==> src/sv/ard_pkg.sv <==
// Shared types and constants for the address range decoder.
// No dependencies; used by the cell, the top level and the checker.
`default_nettype none

package ard_pkg;

  typedef enum logic [1:0] {
    ACT_LOOKUP = 2'd0,
    ACT_INSERT = 2'd1,
    ACT_REMOVE = 2'd2,
    ACT_CLEAN  = 2'd3
  } action_e;

  // removed_count is a fixed 4-bit field that saturates
  localparam int unsigned COUNT_W = 4;
  localparam logic [COUNT_W-1:0] COUNT_MAX = '1;

  // Flags that ride along the cell chain during a scan
  typedef struct packed {
    logic hit;
    logic overlap;
    logic free_found;
    logic best_found;
  } scan_flags_t;

  // Broadcast controls from the sequencer to every cell
  typedef struct packed {
    logic do_insert;
    logic do_remove;
    logic do_clean;
    logic rank_en;
  } cell_ctrl_t;

endpackage

`default_nettype wire

==> src/sv/ard_cell.sv <==
// One region slot of the address map plus its stage of the scan chain.
// Depends on ard_pkg.
`default_nettype none

module ard_cell import ard_pkg::*; #(
  parameter int unsigned NUM_REGIONS = 8,
  parameter int unsigned ADDR_BITS   = 32,
  parameter int unsigned TARGET_BITS = 4,
  parameter int unsigned CELL_IDX    = 0,
  localparam int unsigned IDX_W = (NUM_REGIONS > 1) ? $clog2(NUM_REGIONS) : 1
) (
  input  wire logic                   clk_i,
  input  wire logic                   rst_ni,
  // command, held stable for the whole item
  input  wire logic [ADDR_BITS-1:0]   addr_first_i,
  input  wire logic [ADDR_BITS-1:0]   addr_last_i,
  input  wire logic [TARGET_BITS-1:0] target_i,
  // broadcast update controls
  input  wire cell_ctrl_t             ctrl_i,
  input  wire logic [IDX_W-1:0]       sel_idx_i,
  input  wire logic [IDX_W-1:0]       rank_t_i,
  input  wire logic [IDX_W-1:0]       rank_sub_i,
  // scan chain, from the left neighbor
  input  wire scan_flags_t            flags_i,
  input  wire logic [TARGET_BITS-1:0] hit_target_i,
  input  wire logic [ADDR_BITS-1:0]   offset_i,
  input  wire logic [IDX_W-1:0]       free_idx_i,
  input  wire logic [IDX_W-1:0]       best_idx_i,
  input  wire logic [IDX_W-1:0]       best_age_i,
  input  wire logic [COUNT_W-1:0]     count_i,
  input  wire logic [NUM_REGIONS-1:0] mask_i,
  // scan chain, registered toward the right neighbor
  output scan_flags_t                 flags_o,
  output logic [TARGET_BITS-1:0]      hit_target_o,
  output logic [ADDR_BITS-1:0]        offset_o,
  output logic [IDX_W-1:0]            free_idx_o,
  output logic [IDX_W-1:0]            best_idx_o,
  output logic [IDX_W-1:0]            best_age_o,
  output logic [COUNT_W-1:0]          count_o,
  output logic [NUM_REGIONS-1:0]      mask_o
);

  localparam logic [IDX_W-1:0] MY_IDX = IDX_W'(CELL_IDX);

  logic                   valid_q, valid_d;
  logic [ADDR_BITS-1:0]   first_q, last_q;
  logic [TARGET_BITS-1:0] tgt_q;
  logic [IDX_W-1:0]       age_q, age_d;
  logic                   write_en;

  logic in_range, overlap, take_best;

  scan_flags_t            flags_d, flags_q;
  logic [TARGET_BITS-1:0] hit_target_d, hit_target_q;
  logic [ADDR_BITS-1:0]   offset_d, offset_q;
  logic [IDX_W-1:0]       free_idx_d, free_idx_q;
  logic [IDX_W-1:0]       best_idx_d, best_idx_q;
  logic [IDX_W-1:0]       best_age_d, best_age_q;
  logic [COUNT_W-1:0]     count_d, count_q;
  logic [NUM_REGIONS-1:0] mask_d, mask_q;

  assign in_range  = valid_q && (addr_first_i >= first_q) && (addr_first_i <= last_q);
  assign overlap   = valid_q && (first_q <= addr_last_i) && (last_q >= addr_first_i);
  assign take_best = valid_q && (tgt_q == target_i) &&
                     (!flags_i.best_found || (age_q < best_age_i));

  // scan stage: first hit and first free slot win, youngest target match wins
  always_comb begin
    flags_d      = flags_i;
    hit_target_d = hit_target_i;
    offset_d     = offset_i;
    free_idx_d   = free_idx_i;
    best_idx_d   = best_idx_i;
    best_age_d   = best_age_i;
    count_d      = count_i;
    mask_d       = mask_i;
    if (in_range && !flags_i.hit) begin
      flags_d.hit  = 1'b1;
      hit_target_d = tgt_q;
      offset_d     = addr_first_i - first_q;
    end
    if (overlap) begin
      flags_d.overlap = 1'b1;
      mask_d[age_q]   = 1'b1;
      if (count_i != COUNT_MAX) begin
        count_d = count_i + 1'b1;
      end
    end
    if (!valid_q && !flags_i.free_found) begin
      flags_d.free_found = 1'b1;
      free_idx_d         = MY_IDX;
    end
    if (take_best) begin
      flags_d.best_found = 1'b1;
      best_idx_d         = MY_IDX;
      best_age_d         = age_q;
    end
  end

  // slot update
  always_comb begin
    valid_d  = valid_q;
    age_d    = age_q;
    write_en = 1'b0;
    if (ctrl_i.do_insert) begin
      if (sel_idx_i == MY_IDX) begin
        valid_d  = 1'b1;
        age_d    = '0;
        write_en = 1'b1;
      end else if (valid_q) begin
        age_d = age_q + 1'b1;
      end
    end
    if (ctrl_i.do_remove && (sel_idx_i == MY_IDX)) begin
      valid_d = 1'b0;
    end
    if (ctrl_i.do_clean && overlap) begin
      valid_d = 1'b0;
    end
    // rank compaction: survivor of age t drops by the number of removed younger ages
    if (ctrl_i.rank_en && valid_q && (age_q == rank_t_i)) begin
      age_d = rank_t_i - rank_sub_i;
    end
  end

  always_ff @(posedge clk_i or negedge rst_ni) begin
    if (!rst_ni) begin
      valid_q <= 1'b0;
      flags_q <= '0;
    end else begin
      valid_q <= valid_d;
      flags_q <= flags_d;
    end
  end

  always_ff @(posedge clk_i) begin
    age_q        <= age_d;
    hit_target_q <= hit_target_d;
    offset_q     <= offset_d;
    free_idx_q   <= free_idx_d;
    best_idx_q   <= best_idx_d;
    best_age_q   <= best_age_d;
    count_q      <= count_d;
    mask_q       <= mask_d;
    if (write_en) begin
      first_q <= addr_first_i;
      last_q  <= addr_last_i;
      tgt_q   <= target_i;
    end
  end

  assign flags_o      = flags_q;
  assign hit_target_o = hit_target_q;
  assign offset_o     = offset_q;
  assign free_idx_o   = free_idx_q;
  assign best_idx_o   = best_idx_q;
  assign best_age_o   = best_age_q;
  assign count_o      = count_q;
  assign mask_o       = mask_q;

endmodule

`default_nettype wire

==> src/sv/address_range_decoder_unit.sv <==
// Address range decoder top level: command sequencer and the row of region cells.
// Depends on ard_pkg and ard_cell.
//
// Usage:
//   Input channel (in_valid_i / in_stall_o) carries one command beat: action,
//   first and last address and target id. Output channel (out_valid_o /
//   out_stall_i) returns exactly one result beat per command.
//   A beat moves on a rising edge with valid high and stall low.
//   Each command scans the cell chain one cell per cycle and then applies its
//   decision; a remove or a clean that takes out a region adds a pass of age
//   compaction, one age rank per cycle. The next command is accepted the
//   cycle after the result is loaded into the output register, so a new
//   command is taken only once the unit is through with the last one.
//   A result that waits on out_stall_i holds in the output register while the
//   following command is taken and scanned; only the final load waits for it.
//   Reset empties the table (all regions invalid) and drops any pending beat.
`default_nettype none

module address_range_decoder_unit import ard_pkg::*; #(
  parameter int unsigned NUM_REGIONS = 8,
  parameter int unsigned ADDR_BITS   = 32,
  parameter int unsigned TARGET_BITS = 4
) (
  input  wire logic                   clk_i,
  input  wire logic                   rst_ni,
  input  wire logic                   in_valid_i,
  output logic                        in_stall_o,
  input  wire logic [1:0]             action_i,
  input  wire logic [ADDR_BITS-1:0]   first_address_i,
  input  wire logic [ADDR_BITS-1:0]   last_address_i,
  input  wire logic [TARGET_BITS-1:0] target_id_i,
  output logic                        out_valid_o,
  input  wire logic                   out_stall_i,
  output logic                        ok_o,
  output logic [TARGET_BITS-1:0]      hit_target_o,
  output logic [ADDR_BITS-1:0]        offset_o,
  output logic                        table_full_o,
  output logic [COUNT_W-1:0]          removed_count_o
);

  localparam int unsigned IDX_W = (NUM_REGIONS > 1) ? $clog2(NUM_REGIONS) : 1;
  localparam logic [IDX_W-1:0] LAST_IDX = IDX_W'(NUM_REGIONS - 1);

  localparam logic [2:0] S_IDLE  = 3'd0;
  localparam logic [2:0] S_WALK  = 3'd1;
  localparam logic [2:0] S_APPLY = 3'd2;
  localparam logic [2:0] S_RANK  = 3'd3;
  localparam logic [2:0] S_DONE  = 3'd4;

  logic [2:0] state_q, state_d;
  logic [IDX_W-1:0] step_q, step_d;
  logic [IDX_W-1:0] rsub_q, rsub_d;
  logic [NUM_REGIONS-1:0] rmask_q, rmask_d;

  // command register
  action_e                act_q;
  logic [ADDR_BITS-1:0]   first_q, last_q;
  logic [TARGET_BITS-1:0] tgt_q;
  logic                   span_ok_q;
  logic                   in_fire;

  // pending result and output register
  logic                   res_ok_q, res_ok_d;
  logic [TARGET_BITS-1:0] res_tgt_q, res_tgt_d;
  logic [ADDR_BITS-1:0]   res_off_q, res_off_d;
  logic                   res_full_q, res_full_d;
  logic [COUNT_W-1:0]     res_cnt_q, res_cnt_d;
  logic                   out_valid_q;
  logic                   out_load;
  logic                   out_ok_q, out_full_q;
  logic [TARGET_BITS-1:0] out_tgt_q;
  logic [ADDR_BITS-1:0]   out_off_q;
  logic [COUNT_W-1:0]     out_cnt_q;

  cell_ctrl_t       ctrl;
  logic [IDX_W-1:0] sel_idx;
  logic             rank_go;

  // scan chain taps; index 0 is the empty seed
  scan_flags_t            flags_c      [NUM_REGIONS+1];
  logic [TARGET_BITS-1:0] hit_target_c [NUM_REGIONS+1];
  logic [ADDR_BITS-1:0]   offset_c     [NUM_REGIONS+1];
  logic [IDX_W-1:0]       free_idx_c   [NUM_REGIONS+1];
  logic [IDX_W-1:0]       best_idx_c   [NUM_REGIONS+1];
  logic [IDX_W-1:0]       best_age_c   [NUM_REGIONS+1];
  logic [COUNT_W-1:0]     count_c      [NUM_REGIONS+1];
  logic [NUM_REGIONS-1:0] mask_c       [NUM_REGIONS+1];

  assign flags_c[0]      = '0;
  assign hit_target_c[0] = '0;
  assign offset_c[0]     = '0;
  assign free_idx_c[0]   = '0;
  assign best_idx_c[0]   = '0;
  assign best_age_c[0]   = '0;
  assign count_c[0]      = '0;
  assign mask_c[0]       = '0;

  for (genvar g = 0; g < NUM_REGIONS; g++) begin : g_cell
    ard_cell #(
      .NUM_REGIONS (NUM_REGIONS),
      .ADDR_BITS   (ADDR_BITS),
      .TARGET_BITS (TARGET_BITS),
      .CELL_IDX    (g)
    ) u_cell (
      .clk_i        (clk_i),
      .rst_ni       (rst_ni),
      .addr_first_i (first_q),
      .addr_last_i  (last_q),
      .target_i     (tgt_q),
      .ctrl_i       (ctrl),
      .sel_idx_i    (sel_idx),
      .rank_t_i     (step_q),
      .rank_sub_i   (rsub_q),
      .flags_i      (flags_c[g]),
      .hit_target_i (hit_target_c[g]),
      .offset_i     (offset_c[g]),
      .free_idx_i   (free_idx_c[g]),
      .best_idx_i   (best_idx_c[g]),
      .best_age_i   (best_age_c[g]),
      .count_i      (count_c[g]),
      .mask_i       (mask_c[g]),
      .flags_o      (flags_c[g+1]),
      .hit_target_o (hit_target_c[g+1]),
      .offset_o     (offset_c[g+1]),
      .free_idx_o   (free_idx_c[g+1]),
      .best_idx_o   (best_idx_c[g+1]),
      .best_age_o   (best_age_c[g+1]),
      .count_o      (count_c[g+1]),
      .mask_o       (mask_c[g+1])
    );
  end

  assign in_stall_o = (state_q != S_IDLE);
  assign in_fire    = in_valid_i && !in_stall_o;
  assign out_load   = (state_q == S_DONE) && (!out_valid_q || !out_stall_i);

  // decision from the tail of the chain, valid in S_APPLY
  always_comb begin
    res_ok_d   = 1'b0;
    res_tgt_d  = '0;
    res_off_d  = '0;
    res_full_d = 1'b0;
    res_cnt_d  = '0;
    sel_idx    = free_idx_c[NUM_REGIONS];
    rmask_d    = rmask_q;
    rank_go    = 1'b0;
    ctrl       = '0;
    case (act_q)
      ACT_LOOKUP: begin
        res_ok_d  = flags_c[NUM_REGIONS].hit;
        res_tgt_d = hit_target_c[NUM_REGIONS];
        res_off_d = offset_c[NUM_REGIONS];
      end
      ACT_INSERT: begin
        if (span_ok_q && !flags_c[NUM_REGIONS].overlap) begin
          if (flags_c[NUM_REGIONS].free_found) begin
            res_ok_d       = 1'b1;
            ctrl.do_insert = 1'b1;
          end else begin
            res_full_d = 1'b1;
          end
        end
      end
      ACT_REMOVE: begin
        sel_idx = best_idx_c[NUM_REGIONS];
        if (flags_c[NUM_REGIONS].best_found) begin
          res_ok_d       = 1'b1;
          res_cnt_d      = COUNT_W'(1);
          ctrl.do_remove = 1'b1;
          rmask_d        = '0;
          rmask_d[best_age_c[NUM_REGIONS]] = 1'b1;
          rank_go        = 1'b1;
        end
      end
      ACT_CLEAN: begin
        if (span_ok_q && (count_c[NUM_REGIONS] != '0)) begin
          res_cnt_d     = count_c[NUM_REGIONS];
          ctrl.do_clean = 1'b1;
          rmask_d       = mask_c[NUM_REGIONS];
          rank_go       = 1'b1;
        end
      end
      default: begin
      end
    endcase
    if (state_q != S_APPLY) begin
      ctrl.do_insert = 1'b0;
      ctrl.do_remove = 1'b0;
      ctrl.do_clean  = 1'b0;
    end
    ctrl.rank_en = (state_q == S_RANK);
  end

  always_comb begin
    state_d = state_q;
    step_d  = step_q;
    rsub_d  = rsub_q;
    case (state_q)
      S_IDLE: begin
        if (in_fire) begin
          state_d = S_WALK;
          step_d  = '0;
        end
      end
      S_WALK: begin
        // tail cell holds the full scan once every stage has been clocked
        if (step_q == LAST_IDX) begin
          state_d = S_APPLY;
        end else begin
          step_d = step_q + 1'b1;
        end
      end
      S_APPLY: begin
        step_d = '0;
        rsub_d = '0;
        state_d = rank_go ? S_RANK : S_DONE;
      end
      S_RANK: begin
        rsub_d = rsub_q + IDX_W'(rmask_q[step_q]);
        if (step_q == LAST_IDX) begin
          state_d = S_DONE;
        end else begin
          step_d = step_q + 1'b1;
        end
      end
      S_DONE: begin
        if (out_load) begin
          state_d = S_IDLE;
        end
      end
      default: begin
        state_d = S_IDLE;
      end
    endcase
  end

  always_ff @(posedge clk_i or negedge rst_ni) begin
    if (!rst_ni) begin
      state_q     <= S_IDLE;
      step_q      <= '0;
      rsub_q      <= '0;
      out_valid_q <= 1'b0;
    end else begin
      state_q <= state_d;
      step_q  <= step_d;
      rsub_q  <= rsub_d;
      if (out_load) begin
        out_valid_q <= 1'b1;
      end else if (!out_stall_i) begin
        out_valid_q <= 1'b0;
      end
    end
  end

  always_ff @(posedge clk_i) begin
    if (in_fire) begin
      act_q     <= action_e'(action_i);
      first_q   <= first_address_i;
      last_q    <= last_address_i;
      tgt_q     <= target_id_i;
      span_ok_q <= (first_address_i <= last_address_i);
    end
    if (state_q == S_APPLY) begin
      res_ok_q   <= res_ok_d;
      res_tgt_q  <= res_tgt_d;
      res_off_q  <= res_off_d;
      res_full_q <= res_full_d;
      res_cnt_q  <= res_cnt_d;
      rmask_q    <= rmask_d;
    end
    if (out_load) begin
      out_ok_q   <= res_ok_q;
      out_tgt_q  <= res_tgt_q;
      out_off_q  <= res_off_q;
      out_full_q <= res_full_q;
      out_cnt_q  <= res_cnt_q;
    end
  end

  assign out_valid_o     = out_valid_q;
  assign ok_o            = out_ok_q;
  assign hit_target_o    = out_tgt_q;
  assign offset_o        = out_off_q;
  assign table_full_o    = out_full_q;
  assign removed_count_o = out_cnt_q;

endmodule

`default_nettype wire

==> config.mk <==
export PLATFORM = sky130hd
export DESIGN_NAME = address_range_decoder_unit
export DESIGN_NICKNAME = d
export VERILOG_FILES = /design/src/sv/ard_pkg.sv /design/src/sv/ard_cell.sv /design/src/sv/address_range_decoder_unit.sv
export SDC_FILE = /design/constraint.sdc
export NUM_CORES = 2
export LEC_CHECK = 0
export ABC_AREA = 1
export BUFFER_PORTS_ARGS = -buffer_cell sky130_fd_sc_hd__buf_2
export CORE_UTILIZATION = 60
export DETAILED_ROUTE_END_ITERATION = 6
export PLACE_DENSITY = 0.76
export SLEW_MARGIN = 40
export SYNTH_ARGS = -nofsm -noshare
export SYNTH_HDL_FRONTEND = slang
export SYNTH_HIERARCHICAL = 1
export SYNTH_SLANG_ARGS = --single-unit
==> constraint.sdc <==
create_clock -name clk_i -period 5.42 [get_ports clk_i]
set_input_delay 0 -clock clk_i [delete_from_list [all_inputs] [get_ports clk_i]]
set_output_delay 0 -clock clk_i [all_outputs]
set_load 0.1 [all_outputs]
==> results.sh <==
export IMPL_fin_worst_skew_ps=77.7
export IMPL_drt_vias_per_instance=5.73
export IMPL_clkTransAtPathRegs_ps=60
export IMPL_max_freq_mhz=236
export IMPL_crit_type="register to register"
export IMPL_gp_congestion=1.04
export IMPL_wl_met2_microns=125000
export IMPL_avgSynthCellArea_sq_um=7.75
export IMPL_final_nets=11800
export IMPL_die_area_sq_um=135000
export IMPL_vias=72900
export IMPL_fin_area_sq_um=89300
export IMPL_postSynthCellCount=10300
export IMPL_crit_buf_inv=3
export IMPL_yosysSeqAreaShare_pct=40.3
export IMPL_violations="DRC"
export IMPL_clk_latency_ps=830
export IMPL_wl_per_cell_microns=23.2
export IMPL_numPortBuffers=117
export IMPL_hold_violations=0
export IMPL_max_stage_delay_ps=880
export IMPL_p_leak_nw=46.7
export IMPL_synth_ff_type="edfxtp_1"
export IMPL_cts_tree="built"
export IMPL_yosysWarnings=6
export IMPL_antenna_found_initial=20
export IMPL_final_setup_tns_ps=0
export IMPL_pin_count=118
export IMPL_die_width_microns=368
export IMPL_tightest_slew_ps=992
export IMPL_core_area_sq_um=132000
export IMPL_path_cells="buf_4 -> inv_1 -> fa_1 -> inv_1 -> nand2_1 -> nand2_1 -> nand3_2 -> nand2_2 -> nand2_2 -> nand3_2 -> nand2_2 -> a21oi_4 -> nand3_4 -> nand2_1 -> nand2_1"
export IMPL_wl_met3_microns=33800
export IMPL_rsz0062_at_grt="false"
export IMPL_required_ps=6110
export IMPL_met1_length_microns=111000
export IMPL_drc=1
export IMPL_ant_nets=0
export IMPL_vdd_drop_max_mv=0.354
export IMPL_synth_edff_count=731
export IMPL_status="complete, but fails checks"
export IMPL_row_count=133
export IMPL_fillers=10700
export IMPL_area_growth_pct=11.4
export IMPL_mappedNetlistArea_sq_um=80200
export IMPL_crit_path_frequent_cell="nand2_1"
export IMPL_hpwl_microns=222000
export IMPL_grt_pass1_wl_microns=432000
export IMPL_cts_buffers=135
export IMPL_min_period_ps=4240
export IMPL_cp_arrival_ps=4930
export IMPL_overflow=0
export IMPL_totalWireLength_microns=295000
export IMPL_post_route_period_util_pct=78.3
export IMPL_grt_pass1_vias=70000
export IMPL_root_buffer="clkbuf_16"
export IMPL_cpLargestDelayFamily="simple AND/OR/NAND/NOR gates"
export IMPL_cap_violations=0
export IMPL_max_slew_margin_pct=33.9
export IMPL_finalSetupViolCount=0
export IMPL_yosysUniqueCellTypes=53
export IMPL_start_util_pct=60.7
export IMPL_ys_seq_elements=1237
export IMPL_grt_total_usage_pct=43.3
export IMPL_async_flop_share_pct=4.04
export IMPL_end_kind="register"
export IMPL_start_kind="register"
export IMPL_first_pass_iters=7
export IMPL_post_cts_buffers=0
export IMPL_drive_above_1_share_pct=7.10
export IMPL_cp_slowest_cell="edfxtp_1"
export IMPL_grt_start_max_net_pins=70
export IMPL_min_path_type="input port to register"
export IMPL_critPathMaxFanout=36
export IMPL_initialDrtViolationCount=8819
export IMPL_report_final_slew_viol_count=0
export IMPL_maxUsedRoutingLayer="met5"
export IMPL_cellPowerDensity_nw_per_um2=346
export IMPL_clockBufferDepth=3
export IMPL_dpl_instance_area_sq_um=83300
export IMPL_cts_sinks=1237
export IMPL_die_h_microns=368
export IMPL_htreeDepth=4
[layer usage]
layer	vias up	global-route usage, %
met4	6	30.1
met2	4493	65.4
met3	1102	9.59
met5	-	0.463
met1	33600	54.9
li1	33800	-
[state kept, by name (all words and copies together) (netlist names), 32 cells and up]
register,cells
g_cell.u_cell/count_o,32
g_cell.u_cell/mask_o,64
g_cell.u_cell/offset_o,256
offset_o,32
g_cell.u_cell/tgt_q,32
first_q,32
last_q,32
g_cell.u_cell/last_q,256
g_cell.u_cell/flags_o,32
res_off_q,32
g_cell.u_cell/hit_target_o,32
g_cell.u_cell/first_q,256
[area by class of cell]
cell class / count / area (sq um) / area share [%]
multi-input combinational: 6871 / 38700 / 43.3
tap: 1755 / 2200 / 2.46
timing repair buffer: 431 / 3500 / 3.92
sequential: 1237 / 32300 / 36.2
antenna: 9 / 22.5 / 0.0252
clock inverter: 79 / 857 / 0.960
inverter: 2164 / 8120 / 9.10
clock buffer: 169 / 3610 / 4.04
[cells in the final DEF, fill, tap and decap left out, types with 22 or more instances in the layout]
cell type,count
nand2_1,3299
inv_1,2097
ha_1,844
edfxtp_1,731
nor2_1,562
dfxtp_1,456
nand4_1,434
a21oi_1,393
nand3_1,354
xor2_1,146
dlygate4sd3_1,145
o21ai_0,141
clkbuf_16,135
buf_4,131
buf_2,117
nor3_1,92
o21bai_1,76
conb_1,74
nand2_2,66
inv_2,55
and2_1,53
dfrtp_1,49
or2_2,40
o21a_1,30
clkinv_1,30
buf_6,30
nor2_4,29
nand3_2,29
xnor2_1,29
clkbuf_1,24
a21o_1,23
nor2_2,22
clkinv_2,22
[report_power, final]
group	switching, mW	total (mW)	internal [mW]
registers	0.846	11.7	10.8
logic	7.01	9.90	2.89
clock network	4.18	9.31	5.13
[tightest hold or removal path, cell delays in order]
cell           delay, ps
dlygate4sd3_1        520
buf_2                120
nor2_1                60
nor2_1               100
o21ai_2               90
nand2_1               60
nand2_1               40
[cell families after synthesis]
kind of cell	Yosys count	synth area share [%]
compound gates	718	5.14
other cells	1	0.00468
buf+inv	2309	11.9
mux	8	0.112
xor+xnor	175	1.91
simple gates	5036	27.0
flops	1237	40.3
fa+ha+maj	860	13.6
[Yosys cell counts, types with 7 or more instances]
cell | instances | area, sq um
edfxtp_1 | 731 | 22000
nor2_4 | 19 | 214
o21bai_1 | 76 | 571
a22oi_1 | 8 | 60.1
xnor2_1 | 29 | 254
a21oi_4 | 8 | 130
buf_2 | 35 | 175
and2_1 | 53 | 332
clkbuf_1 | 12 | 45.0
or2_2 | 40 | 250
a221oi_1 | 16 | 140
dfxtp_1 | 456 | 9130
buf_4 | 36 | 270
a21oi_1 | 393 | 1970
nand2_2 | 65 | 407
nand2_1 | 3300 | 12400
o21a_1 | 30 | 225
nand4_1 | 434 | 2720
buf_6 | 26 | 293
nand3_4 | 8 | 140
nor3_1 | 92 | 460
nand3_1 | 354 | 1770
nor2_1 | 573 | 2150
o22ai_1 | 8 | 50.1
ha_1 | 844 | 10600
inv_2 | 53 | 199
nor2_2 | 21 | 131
dfrtp_1 | 50 | 1250
inv_1 | 2099 | 7880
xor2_1 | 146 | 1280
o21ai_0 | 141 | 706
a21o_1 | 23 | 173
nor4_1 | 7 | 43.8
nand3_2 | 29 | 290
mux2_2 | 8 | 90.1
fa_1 | 16 | 320
o21ai_1 | 8 | 40.0
clkinv_1 | 12 | 45.0
nand3b_1 | 21 | 158
buf_12 | 24 | 480
[path summary, 6_finish.rpt]
path                                                 from                              to  slack, ps  depth (start not counted)
max                                            first_q[1]   g_cell[5].u_cell/offset_o[25]       1180                         15
min                                            in_valid_i                       step_q[1]        220                          7
max reg2reg                                    first_q[1]   g_cell[5].u_cell/offset_o[25]       1180                         15
min reg2reg                g_cell[3].u_cell/best_idx_o[1]  g_cell[4].u_cell/best_idx_o[1]        410                          2
max in group asynchronous                          rst_ni     g_cell[0].u_cell/flags_o[3]       4510                          4
min in group asynchronous                          rst_ni                       step_q[1]        390                          4
[what timing repair did]
| item | CTS | global route |
|---|---|---|
| hold buffers | 145 | 0 |
| endpoints found under the hold margin | 181 | 0 |
| gates resized for setup | 0 | 0 |
[metrics by stage]
| step | utilization [%] | std cells | power (mW) | hold slack, ps | setup slack (ps) |
|---|---|---|---|---|---|
| detailed placement | 63.1 | 12300 | 21.1 | 148 | 1360 |
| global route | 67.7 | 12700 | 32.0 | 229 | 1080 |
| CTS | 67.6 | 12700 | 30.3 | 170 | 1300 |
| finish | 67.7 | 12700 | 30.9 | 219 | 1180 |
| global placement | 62.9 | 12300 | 20.7 | 176 | 1420 |
| floorplan | - | 10400 | 17.4 | -296 | 735 |
Note: power is estimated with default switching activity, not from simulation.
